**config.mk**
```make
export PLATFORM = sky130hd
export DESIGN_NAME = retention_watermark_debt_policy_unit
export DESIGN_NICKNAME = d
export VERILOG_FILES = /design/src/rtl/rwdp_pkg.sv /design/src/rtl/rwdp_csr.sv /design/src/rtl/rwdp_ctrl.sv /design/src/rtl/rwdp_datapath.sv /design/src/rtl/retention_watermark_debt_policy_unit.sv
export SDC_FILE = /design/constraint.sdc
export NUM_CORES = 2
export LEC_CHECK = 0
export ABC_AREA = 1
export BUFFER_PORTS_ARGS = -buffer_cell sky130_fd_sc_hd__buf_4
export CAP_MARGIN = 40
export CELL_PAD_IN_SITES_DETAIL_PLACEMENT = 1
export CELL_PAD_IN_SITES_GLOBAL_PLACEMENT = 1
export CORE_ASPECT_RATIO = 1.75
export CORE_UTILIZATION = 53
export DETAILED_ROUTE_END_ITERATION = 10
export HOLD_SLACK_MARGIN = 0.06
export PLACE_DENSITY_LB_ADDON = 0.1
export SETUP_SLACK_MARGIN = 0.4
export SKIP_LAST_GASP = 1
export SYNTH_ARGS = -nofsm -noshare
export SYNTH_HDL_FRONTEND = slang
export SYNTH_SLANG_ARGS = --single-unit
```
**constraint.sdc**
```tcl
create_clock -name clock -period 4.5 [get_ports clock]
set_clock_uncertainty 0.05 [all_clocks]
set_input_delay 0.225 -clock clock [delete_from_list [all_inputs] [get_ports clock]]
set_output_delay 0.225 -clock clock [all_outputs]
set_load 0.005 [all_outputs]
```
**src/rtl/rwdp_pkg.sv**
```systemverilog
// package for the retention watermark and debt policy unit
// holds sizing constants, command and register codes, and shared structs
// no dependencies
`default_nettype none

package rwdp_pkg;

   localparam int NUM_SHARDS        = 32;
   localparam int SEGMENT_SIZE_LOG2 = 21;

   localparam int SHARD_IDX_W = (NUM_SHARDS > 1) ? $clog2(NUM_SHARDS) : 1;

   localparam int BYTES_W  = 40;
   localparam int DEBT_W   = 16;
   localparam int PHASE_W  = 16;
   localparam int ROUND_W  = 8;
   localparam int LEVEL_W  = 2;
   localparam int CMD_W    = 3;
   localparam int SLOTS_W  = 16;
   localparam int SHARD_W  = 8;
   localparam int LIVE_W   = 8;
   localparam int CSR_IDX_W = 3;

   localparam logic [LEVEL_W-1:0] LEVEL_L0 = 2'd0;
   localparam logic [LEVEL_W-1:0] LEVEL_L1 = 2'd1;
   localparam logic [LEVEL_W-1:0] LEVEL_L2 = 2'd2;

   localparam logic [DEBT_W-1:0] DEBT_MAX = {DEBT_W{1'b1}};

   typedef enum logic [CMD_W-1:0] {
      CMD_TICK  = 3'd0,
      CMD_OPEN  = 3'd1,
      CMD_FREE  = 3'd2,
      CMD_QUERY = 3'd3,
      CMD_EPOCH = 3'd4
   } cmd_type;

   typedef enum logic [CSR_IDX_W-1:0] {
      CSR_SOFT_THRESHOLD = 3'd0,
      CSR_HARD_THRESHOLD = 3'd1,
      CSR_HYSTERESIS     = 3'd2,
      CSR_DEBT_CAP       = 3'd3,
      CSR_REPAY_INTERVAL = 3'd4,
      CSR_SUBREL_MULT    = 3'd5
   } csr_idx_type;

   typedef struct packed {
      logic [BYTES_W-1:0] soft_threshold;
      logic [BYTES_W-1:0] hard_threshold;
      logic [BYTES_W-1:0] hysteresis;
      logic [DEBT_W-1:0]  debt_cap;
      logic [PHASE_W-1:0] repay_interval;
      logic [ROUND_W-1:0] subrelease_multiple;
   } cfg_type;

   // sequencer commands to the datapath
   typedef struct packed {
      logic capture;
      logic prep;
      logic eval;
      logic commit;
   } ctrl_cmd_type;

endpackage

`default_nettype wire

```
**src/rtl/rwdp_csr.sv**
```systemverilog
// configuration registers of the retention policy unit
// depends on rwdp_pkg
`default_nettype none

module rwdp_csr
   import rwdp_pkg::*;
(
   input  wire logic                 clock,
   input  wire logic                 reset,
   input  wire logic                 csr_we,
   input  wire logic [CSR_IDX_W-1:0] csr_index,
   input  wire logic [BYTES_W-1:0]   csr_wdata,
   output cfg_type                   cfg
);

   cfg_type cfg_ff;
   cfg_type cfg_in;

   always_comb begin
      cfg_in = cfg_ff;
      if (csr_we) begin
         unique case (csr_index)
            CSR_SOFT_THRESHOLD: cfg_in.soft_threshold = csr_wdata;
            CSR_HARD_THRESHOLD: cfg_in.hard_threshold = csr_wdata;
            CSR_HYSTERESIS:     cfg_in.hysteresis     = csr_wdata;
            CSR_DEBT_CAP:       cfg_in.debt_cap       = csr_wdata[DEBT_W-1:0];
            CSR_REPAY_INTERVAL: cfg_in.repay_interval = csr_wdata[PHASE_W-1:0];
            CSR_SUBREL_MULT:    cfg_in.subrelease_multiple = csr_wdata[ROUND_W-1:0];
            default:            cfg_in = cfg_ff;
         endcase
      end
   end

   always_ff @(posedge clock) begin
      if (reset) begin
         cfg_ff.soft_threshold      <= BYTES_W'(64'd2147483648);
         cfg_ff.hard_threshold      <= BYTES_W'(64'd3221225472);
         cfg_ff.hysteresis          <= BYTES_W'(64'd268435456);
         cfg_ff.debt_cap            <= DEBT_W'(4);
         cfg_ff.repay_interval      <= PHASE_W'(16);
         cfg_ff.subrelease_multiple <= ROUND_W'(4);
      end else begin
         cfg_ff <= cfg_in;
      end
   end

   assign cfg = cfg_ff;

endmodule

`default_nettype wire

```
**src/rtl/rwdp_ctrl.sv**
```systemverilog
// sequencer of the retention policy unit: capture, prep, eval, commit
// depends on rwdp_pkg
`default_nettype none

module rwdp_ctrl
   import rwdp_pkg::*;
(
   input  wire logic   clock,
   input  wire logic   reset,
   input  wire logic   start,
   output logic        busy,
   output ctrl_cmd_type ctrl
);

   typedef enum logic [3:0] {
      ST_IDLE   = 4'b0001,
      ST_PREP   = 4'b0010,
      ST_EVAL   = 4'b0100,
      ST_COMMIT = 4'b1000
   } state_type;

   state_type state_ff;
   state_type state_in;

   always_comb begin
      state_in = state_ff;
      unique case (state_ff)
         ST_IDLE:   if (start) state_in = ST_PREP;
         ST_PREP:   state_in = ST_EVAL;
         ST_EVAL:   state_in = ST_COMMIT;
         ST_COMMIT: state_in = ST_IDLE;
         default:   state_in = ST_IDLE;
      endcase
   end

   always_ff @(posedge clock) begin
      if (reset) begin
         state_ff <= ST_IDLE;
      end else begin
         state_ff <= state_in;
      end
   end

   assign busy         = (state_ff != ST_IDLE);
   assign ctrl.capture = (state_ff == ST_IDLE) && start;
   assign ctrl.prep    = (state_ff == ST_PREP);
   assign ctrl.eval    = (state_ff == ST_EVAL);
   assign ctrl.commit  = (state_ff == ST_COMMIT);

endmodule

`default_nettype wire

```
**src/rtl/rwdp_datapath.sv**
```systemverilog
// datapath of the retention policy unit: level, shard debt, epoch and round phases
// depends on rwdp_pkg
`default_nettype none

module rwdp_datapath
   import rwdp_pkg::*;
(
   input  wire logic               clock,
   input  wire logic               reset,
   input  ctrl_cmd_type            ctrl,
   input  cfg_type                 cfg,
   input  wire logic [CMD_W-1:0]   req_cmd,
   input  wire logic [SLOTS_W-1:0] req_used_slots,
   input  wire logic [SHARD_W-1:0] req_shard,
   input  wire logic [LIVE_W-1:0]  req_live_count,
   output logic                    rsp_valid,
   output logic [LEVEL_W-1:0]      rsp_level,
   output logic                    rsp_level_changed,
   output logic [DEBT_W-1:0]       rsp_debt_value,
   output logic                    rsp_repay_request,
   output logic                    rsp_epoch_due,
   output logic                    rsp_compact_hard,
   output logic                    rsp_compact_soft,
   output logic                    rsp_reclaim_segments,
   output logic                    rsp_medium_subrelease
);

   // captured item
   logic [CMD_W-1:0]       cmd_ff;
   logic [BYTES_W-1:0]     bytes_ff;
   logic [SHARD_IDX_W-1:0] idx_ff;
   logic                   in_range_ff;
   logic                   coll_ff;

   // prep stage
   logic [DEBT_W-1:0]  debt_rd_ff;
   logic [BYTES_W-1:0] soft_low_ff;
   logic [BYTES_W-1:0] hard_low_ff;

   // eval stage
   logic               ge_hard_ff;
   logic               ge_soft_ff;
   logic               lt_soft_low_ff;
   logic               lt_hard_low_ff;
   logic               debt_gt_ff;
   logic               ep_wrap_ff;
   logic               rp_wrap_ff;
   logic [PHASE_W-1:0] ph_next_ff;
   logic [ROUND_W-1:0] rp_next_ff;

   // architectural state
   logic [LEVEL_W-1:0] level_ff,  level_in;
   logic [PHASE_W-1:0] phase_ff,  phase_in;
   logic [ROUND_W-1:0] round_ff,  round_in;
   logic [DEBT_W-1:0]  debt_ff [NUM_SHARDS];

   logic [DEBT_W-1:0]  debt_new;
   logic               changed, req, due, c_hard, c_soft, reclaim, subrel, debt_we;

   logic [BYTES_W:0]   soft_diff;
   logic [BYTES_W:0]   hard_diff;
   logic               in_range;
   logic [PHASE_W-1:0] iv;
   logic [PHASE_W-1:0] ph_inc;
   logic [ROUND_W-1:0] rp_inc;

   assign in_range  = ({1'b0, req_shard} < (SHARD_W + 1)'(NUM_SHARDS));
   // threshold minus hysteresis, floored at zero via the borrow
   assign soft_diff = {1'b0, cfg.soft_threshold} - {1'b0, cfg.hysteresis};
   assign hard_diff = {1'b0, cfg.hard_threshold} - {1'b0, cfg.hysteresis};
   assign iv        = (cfg.repay_interval == '0) ? PHASE_W'(1) : cfg.repay_interval;
   assign ph_inc    = phase_ff + PHASE_W'(1);
   assign rp_inc    = round_ff + ROUND_W'(1);

   always_ff @(posedge clock) begin
      if (ctrl.capture) begin
         cmd_ff      <= req_cmd;
         bytes_ff    <= BYTES_W'(req_used_slots) << SEGMENT_SIZE_LOG2;
         idx_ff      <= in_range ? req_shard[SHARD_IDX_W-1:0] : '0;
         in_range_ff <= in_range;
         coll_ff     <= (req_live_count > LIVE_W'(1));
      end
      if (ctrl.prep) begin
         debt_rd_ff  <= debt_ff[idx_ff];
         soft_low_ff <= soft_diff[BYTES_W] ? '0 : soft_diff[BYTES_W-1:0];
         hard_low_ff <= hard_diff[BYTES_W] ? '0 : hard_diff[BYTES_W-1:0];
      end
      if (ctrl.eval) begin
         ge_hard_ff     <= (bytes_ff >= cfg.hard_threshold);
         ge_soft_ff     <= (bytes_ff >= cfg.soft_threshold);
         lt_soft_low_ff <= (bytes_ff < soft_low_ff);
         lt_hard_low_ff <= (bytes_ff < hard_low_ff);
         debt_gt_ff     <= in_range_ff && (debt_rd_ff > cfg.debt_cap);
         ep_wrap_ff     <= (ph_inc >= iv);
         rp_wrap_ff     <= (rp_inc >= cfg.subrelease_multiple);
         ph_next_ff     <= ph_inc;
         rp_next_ff     <= rp_inc;
      end
   end

   always_comb begin
      level_in = level_ff;
      phase_in = phase_ff;
      round_in = round_ff;
      debt_new = debt_rd_ff;
      debt_we  = 1'b0;
      changed  = 1'b0;
      req      = 1'b0;
      due      = 1'b0;
      c_hard   = 1'b0;
      c_soft   = 1'b0;
      reclaim  = 1'b0;
      subrel   = 1'b0;
      case (cmd_ff)
         CMD_TICK: begin
            case (level_ff)
               LEVEL_L0: begin
                  if (ge_hard_ff) level_in = LEVEL_L2;
                  else if (ge_soft_ff) level_in = LEVEL_L1;
               end
               LEVEL_L1: begin
                  if (ge_hard_ff) level_in = LEVEL_L2;
                  else if (lt_soft_low_ff) level_in = LEVEL_L0;
               end
               LEVEL_L2: begin
                  // fall to L0 wins over fall to L1
                  if (lt_soft_low_ff) level_in = LEVEL_L0;
                  else if (lt_hard_low_ff) level_in = LEVEL_L1;
               end
               default: level_in = level_ff;
            endcase
            changed = (level_in != level_ff);
         end
         CMD_OPEN: begin
            debt_we = in_range_ff;
            if (debt_rd_ff != DEBT_MAX) debt_new = debt_rd_ff + DEBT_W'(1);
         end
         CMD_FREE: begin
            debt_we = in_range_ff;
            if (debt_rd_ff != '0) debt_new = debt_rd_ff - DEBT_W'(1);
         end
         CMD_QUERY: begin
            req = (level_ff == LEVEL_L2) && debt_gt_ff;
         end
         CMD_EPOCH: begin
            if (level_ff == LEVEL_L2) begin
               if (ep_wrap_ff) begin
                  phase_in = '0;
                  due      = 1'b1;
                  c_hard   = !coll_ff;
                  c_soft   = coll_ff;
                  reclaim  = !coll_ff;
                  if (cfg.subrelease_multiple == '0 || rp_wrap_ff) begin
                     round_in = '0;
                     subrel   = !coll_ff;
                  end else begin
                     round_in = rp_next_ff;
                  end
               end else begin
                  phase_in = ph_next_ff;
               end
            end
         end
         default: level_in = level_ff;
      endcase
   end

   always_ff @(posedge clock) begin
      if (reset) begin
         level_ff  <= LEVEL_L0;
         phase_ff  <= '0;
         round_ff  <= '0;
         rsp_valid <= 1'b0;
         for (int i = 0; i < NUM_SHARDS; i++) begin
            debt_ff[i] <= '0;
         end
      end else begin
         rsp_valid <= ctrl.commit;
         if (ctrl.commit) begin
            level_ff <= level_in;
            phase_ff <= phase_in;
            round_ff <= round_in;
            if (debt_we) debt_ff[idx_ff] <= debt_new;
         end
      end
   end

   always_ff @(posedge clock) begin
      if (ctrl.commit) begin
         rsp_level             <= level_in;
         rsp_level_changed     <= changed;
         rsp_debt_value        <= in_range_ff ? debt_new : '0;
         rsp_repay_request     <= req;
         rsp_epoch_due         <= due;
         rsp_compact_hard      <= c_hard;
         rsp_compact_soft      <= c_soft;
         rsp_reclaim_segments  <= reclaim;
         rsp_medium_subrelease <= subrel;
      end
   end

endmodule

`default_nettype wire

```
**src/rtl/retention_watermark_debt_policy_unit.sv**
```systemverilog
// top level of the retention watermark and debt policy unit
// depends on rwdp_pkg, rwdp_csr, rwdp_ctrl and rwdp_datapath
`default_nettype none

// channel    handshake             payload
// --------   -------------------   -------------------------------------------
// request    start / busy          req_cmd req_used_slots req_shard req_live_count
// result     rsp_valid (strobe)    rsp_level rsp_level_changed rsp_debt_value
//                                  rsp_repay_request rsp_epoch_due rsp_compact_*
//                                  rsp_reclaim_segments rsp_medium_subrelease
// config     csr_we                csr_index csr_wdata
//
// an item is taken when start is high and busy is low; it then runs through
// prep (debt read, clamped thresholds), eval (wide compares, phase steps) and
// commit (state update), and its result strobes in the cycle after commit
// a new item is taken only once the four-state sequencer is back in idle
// synchronous active-high reset puts the level at L0, clears all shard debt
// and both phases; the receiver cannot stall, results are held one cycle only

module retention_watermark_debt_policy_unit
   import rwdp_pkg::*;
(
   input  wire logic                 clock,
   input  wire logic                 reset,
   // request
   input  wire logic                 start,
   output logic                      busy,
   input  wire logic [CMD_W-1:0]     req_cmd,
   input  wire logic [SLOTS_W-1:0]   req_used_slots,
   input  wire logic [SHARD_W-1:0]   req_shard,
   input  wire logic [LIVE_W-1:0]    req_live_count,
   // result
   output logic                      rsp_valid,
   output logic [LEVEL_W-1:0]        rsp_level,
   output logic                      rsp_level_changed,
   output logic [DEBT_W-1:0]         rsp_debt_value,
   output logic                      rsp_repay_request,
   output logic                      rsp_epoch_due,
   output logic                      rsp_compact_hard,
   output logic                      rsp_compact_soft,
   output logic                      rsp_reclaim_segments,
   output logic                      rsp_medium_subrelease,
   // configuration
   input  wire logic                 csr_we,
   input  wire logic [CSR_IDX_W-1:0] csr_index,
   input  wire logic [BYTES_W-1:0]   csr_wdata
);

   cfg_type      cfg;
   ctrl_cmd_type ctrl;

   // threshold, hysteresis, limit, interval and multiple registers
   rwdp_csr u_csr (
      .clock     (clock),
      .reset     (reset),
      .csr_we    (csr_we),
      .csr_index (csr_index),
      .csr_wdata (csr_wdata),
      .cfg       (cfg)
   );

   // item sequencer
   rwdp_ctrl u_ctrl (
      .clock (clock),
      .reset (reset),
      .start (start),
      .busy  (busy),
      .ctrl  (ctrl)
   );

   // level, debt table and repay phases
   rwdp_datapath u_datapath (
      .clock                 (clock),
      .reset                 (reset),
      .ctrl                  (ctrl),
      .cfg                   (cfg),
      .req_cmd               (req_cmd),
      .req_used_slots        (req_used_slots),
      .req_shard             (req_shard),
      .req_live_count        (req_live_count),
      .rsp_valid             (rsp_valid),
      .rsp_level             (rsp_level),
      .rsp_level_changed     (rsp_level_changed),
      .rsp_debt_value        (rsp_debt_value),
      .rsp_repay_request     (rsp_repay_request),
      .rsp_epoch_due         (rsp_epoch_due),
      .rsp_compact_hard      (rsp_compact_hard),
      .rsp_compact_soft      (rsp_compact_soft),
      .rsp_reclaim_segments  (rsp_reclaim_segments),
      .rsp_medium_subrelease (rsp_medium_subrelease)
   );

endmodule

`default_nettype wire

```
Word-level counts from Yosys, hierarchy flattened
Memory sizes are Yosys's and may differ from the RTL's. A register that Yosys moved wholly into a read port is not among the register bits. Index checks and enable logic that the tools add are counted.

RAM bits: 512. Register bits after elaboration: 352. Memories: 1. Output and inout port bits: 27.

Memories: u_datapath.debt_ff (depth 32, bits a word 16, read ports 1, clocked after memory_dff 1, wr ports 32, RTL line rwdp_datapath.sv:55) `logic [DEBT_W-1:0] debt_ff [NUM_SHARDS];`.

Multiplexer cells: 28. $add $sub $neg: 6. Reductions and logical operators: 24. $lt $le $gt $ge: 9. Equality and inequality tests: 19.

Operator list (number): $sub A40 B40 Y41 (2); $ge A37 B40 Y1 (2); $lt A37 B40 Y1 (2); $mux W16 (5); $add A16 B1 Y16 const B (2); $pmux W16 S2 (1); $ge A16 B16 Y1 (1); $gt A16 B16 Y1 (1); $logic_not A16 Y1 (1); $mux W2 (8); $ne A16 B16 Y1 const B (1); $reduce_bool A16 Y1 (1); $reduce_or A16 Y1 (1); $sub A16 B1 Y16 const B (1); $reduce_and A2 Y1 (7); $eq A3 B2 Y1 const B (4); $pmux W4 S3 (1); $eq A3 B3 Y1 const B (3); $mux W1 (9); $add A8 B1 Y8 const B (1); $ge A8 B8 Y1 (1); $gt A8 B1 Y1 const B (1); $logic_not A8 Y1 (1); $lt A8 B6 Y1 const B (1); other kinds (22) (28).

Longest topological paths before layout
Depth in word-level cells: 9. Gate-level depth with buffers: 16. Gate-level depth less buffers: 16.

By module
A second synthesis with hierarchy kept.

Cell total of the unflattened synthesis: 5663. Area, all modules: 47695.7 µm².

By module, submodules not included: rwdp_datapath (cells an instance 4716, sequential area each 21230.4 µm², instances 1, area each 41139.5 µm²); rwdp_csr (cells an instance 920, sequential area each 3203.1 µm², instances 1, area each 6357.3 µm²); rwdp_ctrl (cells an instance 27, sequential area each 80.1 µm², instances 1, area each 198.9 µm²).

Worst setup path before layout
Ideal clock, no wire load.

Path kind: reg2reg. Start point: register u_ctrl.state_ff[3]. End point: register u_datapath.debt_rd_ff[0] (read register of u_datapath.debt_ff), enable pin. Arrival: 2.385 ns. Period minus slack after synthesis: 2.885 ns. Stages on the path, launching flop included: 4. Data required time: 4.001 ns. Path slack: 1.615 ns. Path through: dfxtp_1 nor2_1 nand3_1 inv_1.

Word-level cells in the longest chain between the ends: 1.

Ends and longest elaborated chain: from (decl) (RTL line rwdp_ctrl.sv:22) `state_type state_ff;`; from (signal assigned) (RTL line rwdp_ctrl.sv:40) `state_ff <= state_in;`; $eq A4 B2 Y1 (RTL line rwdp_ctrl.sv:46) `assign ctrl.prep = (state_ff == ST_PREP);`; to (decl) (RTL line rwdp_datapath.sv:36) `logic [DEBT_W-1:0] debt_rd_ff;`.

No other way between the ends. A chain may end at the register's enable or synchronous reset.

==> run summary <==
Post-Syn Instances: 5371
Hold Crit Class: input pin to flip-flop
Synthesis-to-finish area growth: 11.93%
Status: completed
Crit path buffers/inverters: 2
Placed wire-length estimate: 120100 um
DR WL/cell: 25.46 um
Slowest library cell on the worst path: nand2_1
Critical Path Source: u_datapath.cmd_ff[2]
Register-to-Register Path Depth: 9
Worst setup path class: flip-flop to flip-flop
CTS H-tree depth: 3
Crit path DAT: 3.76 ns
Worst-path fanout max: 19
Core Area: 0.08599 mm^2
Final cell count without fillers: 6728
Cell mode on critical path: nand2_1
Yosys reg bits: 880
Slew headroom: 0.3058
CP max stage delay: 0.67 ns
Worst r2r dst: u_datapath.debt_ff[15][8]
Post-synthesis simple-gate area fraction: 0.1774
Post-DRT Antenna Nets: 0
Worst-path clk slew: 0.07 ns
FP Rows: 142
Combinational family with the most area after synthesis: simple AND/OR/NAND/NOR gates
Largest net degree at the start of global routing: 161
First-pass GRT wire length: 252400 um
Count of cell types in the netlist: 46
Syn avg cell area: 8.598 um^2
Hold path start: req_used_slots[12]
Seq/Total Area, Yosys: 0.5308
Clock sink count: 880
Power, Total: 19.31 mW
Critical-path cell list: inv_1 -> nand2_1 -> nor2_4 -> inv_2 -> nand2_4 -> nand2_2 -> nor2_4 -> nand2_1 -> nand2_1
Cell count along the critical path: 9
Setup ws final: 1.022 ns
Compound-Gate Fraction of Synth Area: 0.1236
Crit path capture type: flip-flop
Reg-to-reg setup timing slack: 1.02 ns
Dominant synthesized flop cell: edfxtp_1
Setup TNS: 0 ns
PortBufs: 107
Placed insts: 6486
Peak VDD IR: 0.4749 mV
Fmax: 0.2875 GHz
Post-place setup slack: 1.162 ns
Most frequent cells in the layout: nand2_1, inv_1, edfxtp_1, a21oi_1, nor2_1
Synth Area in XOR/XNOR: 0.01233
Synth warnings: 0
Initial antenna violation count: 9
Layout Nets: 5777
RSZ-0062 raised after global routing: no
Vias in the first global route: 42.24k
Endpoints failing setup: 0
Die Y: 392.5 um
Max Cap Viol: 0
Pwr dens: 373.6 mW/mm^2
Filler instances: 10.20k
Clock buffer depth: 3
Total CTS buffers: 83
Die ar.: 0.08836 mm^2
Die Width: 225.1 um
Post-synth EDFFs: 689
Mapped cell area: 0.04618 mm^2
R2r startpoint: u_datapath.cmd_ff[2]
Async S/R FF share, synth: 0
Placer congestion estimate: 0.9480
Slew at the pin with the worst max-slew slack: 1.033 ns
Leak: 24.32 nW
Post-CTS setup buffers: 0
Min Tclk post-route: 3.478 ns
Starting density of the core: 0.5370
Leading cell type in the layout, fill and taps excluded: nand2_1
Clk_lat worst skew: 0.71 ns
Root buffer selected by CTS: clkbuf_16
CTS tree: yes
Hold depth: 2
TritonRoute pass-1 iters: 7
Startpoint types: flip-flop
GR Util All Layers: 0.3914
DR DRC count: 0
Io pins: 109
Vias: 39.28k
Synth Area in Adders: 0.05207
Mux contribution to synthesized area: 0
Iter 0 DRT Violations: 2723
Critical path's top delay family: simple AND/OR/NAND/NOR gates
Final worst-path cycle share: 0.7728
Final WL: 171300 um
Max Slew Vio Count: 0
Synthesized Nets: 5644
Min-Delay Endpoint: u_datapath.bytes_ff[33]
Vias per cell: 5.838
Grt ovf: 0
Final count of hold timing violations: 0
Proportion of layout cells with a drive suffix above 1: 0.06803
CP required: 4.79 ns
-- what timing repair did --
action                    in CTS  in global routing
hold endpoints to repair     220                  0
resized for setup              0                  0
hold buffers                  80                  0
-- flip-flops by register name, summed over array words and instances (netlist names), 2 cells and up --
signal                     flops
u_ctrl.state_ff                4
u_datapath.soft_low_ff        40
u_datapath.idx_ff              5
u_datapath.hard_low_ff        40
u_datapath.rp_next_ff          8
u_datapath.ph_next_ff         16
u_datapath.rsp_level           2
u_datapath.debt_ff           512
u_datapath.round_ff            8
u_datapath.cmd_ff              3
u_datapath.rsp_debt_value     16
u_datapath.level_ff            2
u_datapath.phase_ff           16
u_datapath.bytes_ff           16
u_datapath.debt_rd_ff         16
u_csr.cfg                    160
-- cell type report --
type	instances	area, um^2	share of cell area
antenna	5	12.51	0.0002421
clock buffer	113	2306	0.04461
clock inverter	39	309.0	0.005979
inverter	1013	3812	0.07376
multi-input combinational	3256	16950	0.3280
sequential	880	24510	0.4742
tap	1152	1441	0.02789
timing repair buffer	270	2342	0.04531
-- per-stage QoR --
step                      hold slack (ns)  instance area [um^2]    util
after CTS                         0.08839                 51650  0.6006
after detailed placement           0.3546                 48230  0.5609
after floorplan                    0.2739                 46180       -
final                              0.1954                 51690  0.6011
after global placement             0.3547                 48100  0.5593
after global routing               0.1880                 51680  0.6010
-- logic make-up after synthesis --
| group | Yosys count |
|---|---|
| buffers and inverters | 1235 |
| XOR/XNOR | 65 |
| AND/OR/NAND/NOR | 2016 |
| adder cells (fa/ha/maj) | 191 |
| AO/OA/AOI/OAI | 984 |
| flip-flops | 880 |
-- cell usage after synthesis (59+ instances only) --
| cell type | instances | share of area |
|---|---|---|
| o21ai_0 | 216 | 0.023 |
| edfxtp_1 | 689 | 0.45 |
| a22oi_1 | 258 | 0.042 |
| nand3_1 | 154 | 0.017 |
| inv_1 | 988 | 0.080 |
| nand2_1 | 1220 | 0.099 |
| xor2_1 | 60 | 0.011 |
| a21oi_1 | 458 | 0.050 |
| ha_1 | 189 | 0.051 |
| buf_2 | 75 | 0.0081 |
| nor2_1 | 459 | 0.037 |
| dfxtp_1 | 191 | 0.083 |
| clkbuf_1 | 113 | 0.0092 |
| nor3_1 | 59 | 0.0064 |
-- how the worst max path moves through the flow --
stage                                 end  slack, ns
3_3_place_gp   u_datapath.debt_ff[27][13]       1.22
3_5_place_dp    u_datapath.debt_ff[15][8]       1.16
4_1_cts         u_datapath.debt_ff[15][8]       1.13
6_report        u_datapath.debt_ff[15][8]       1.02
5_1_grt        u_datapath.debt_ff[23][14]       0.92
2_1_floorplan    u_datapath.debt_rd_ff[0]       1.62
-- per-layer routing --
metal	routed length [um]	up-vias	track usage
met1	53270	19140	0.3515
li1	-	17860	-
met3	9475	826	0.07964
met2	87030	1433	0.6907
met4	21430	12	0.4328
met5	82	-	0
-- power breakdown --
group          switching [mW]  internal [mW]  total [mW]  leakage, nW
logic                    2.18          0.867        3.05         14.6
clock network            3.32           3.69        7.01         1.28
registers               0.182           9.07        9.25         8.46
total                    5.68           13.6        19.3         24.3
(Power assumes the default switching activity.)
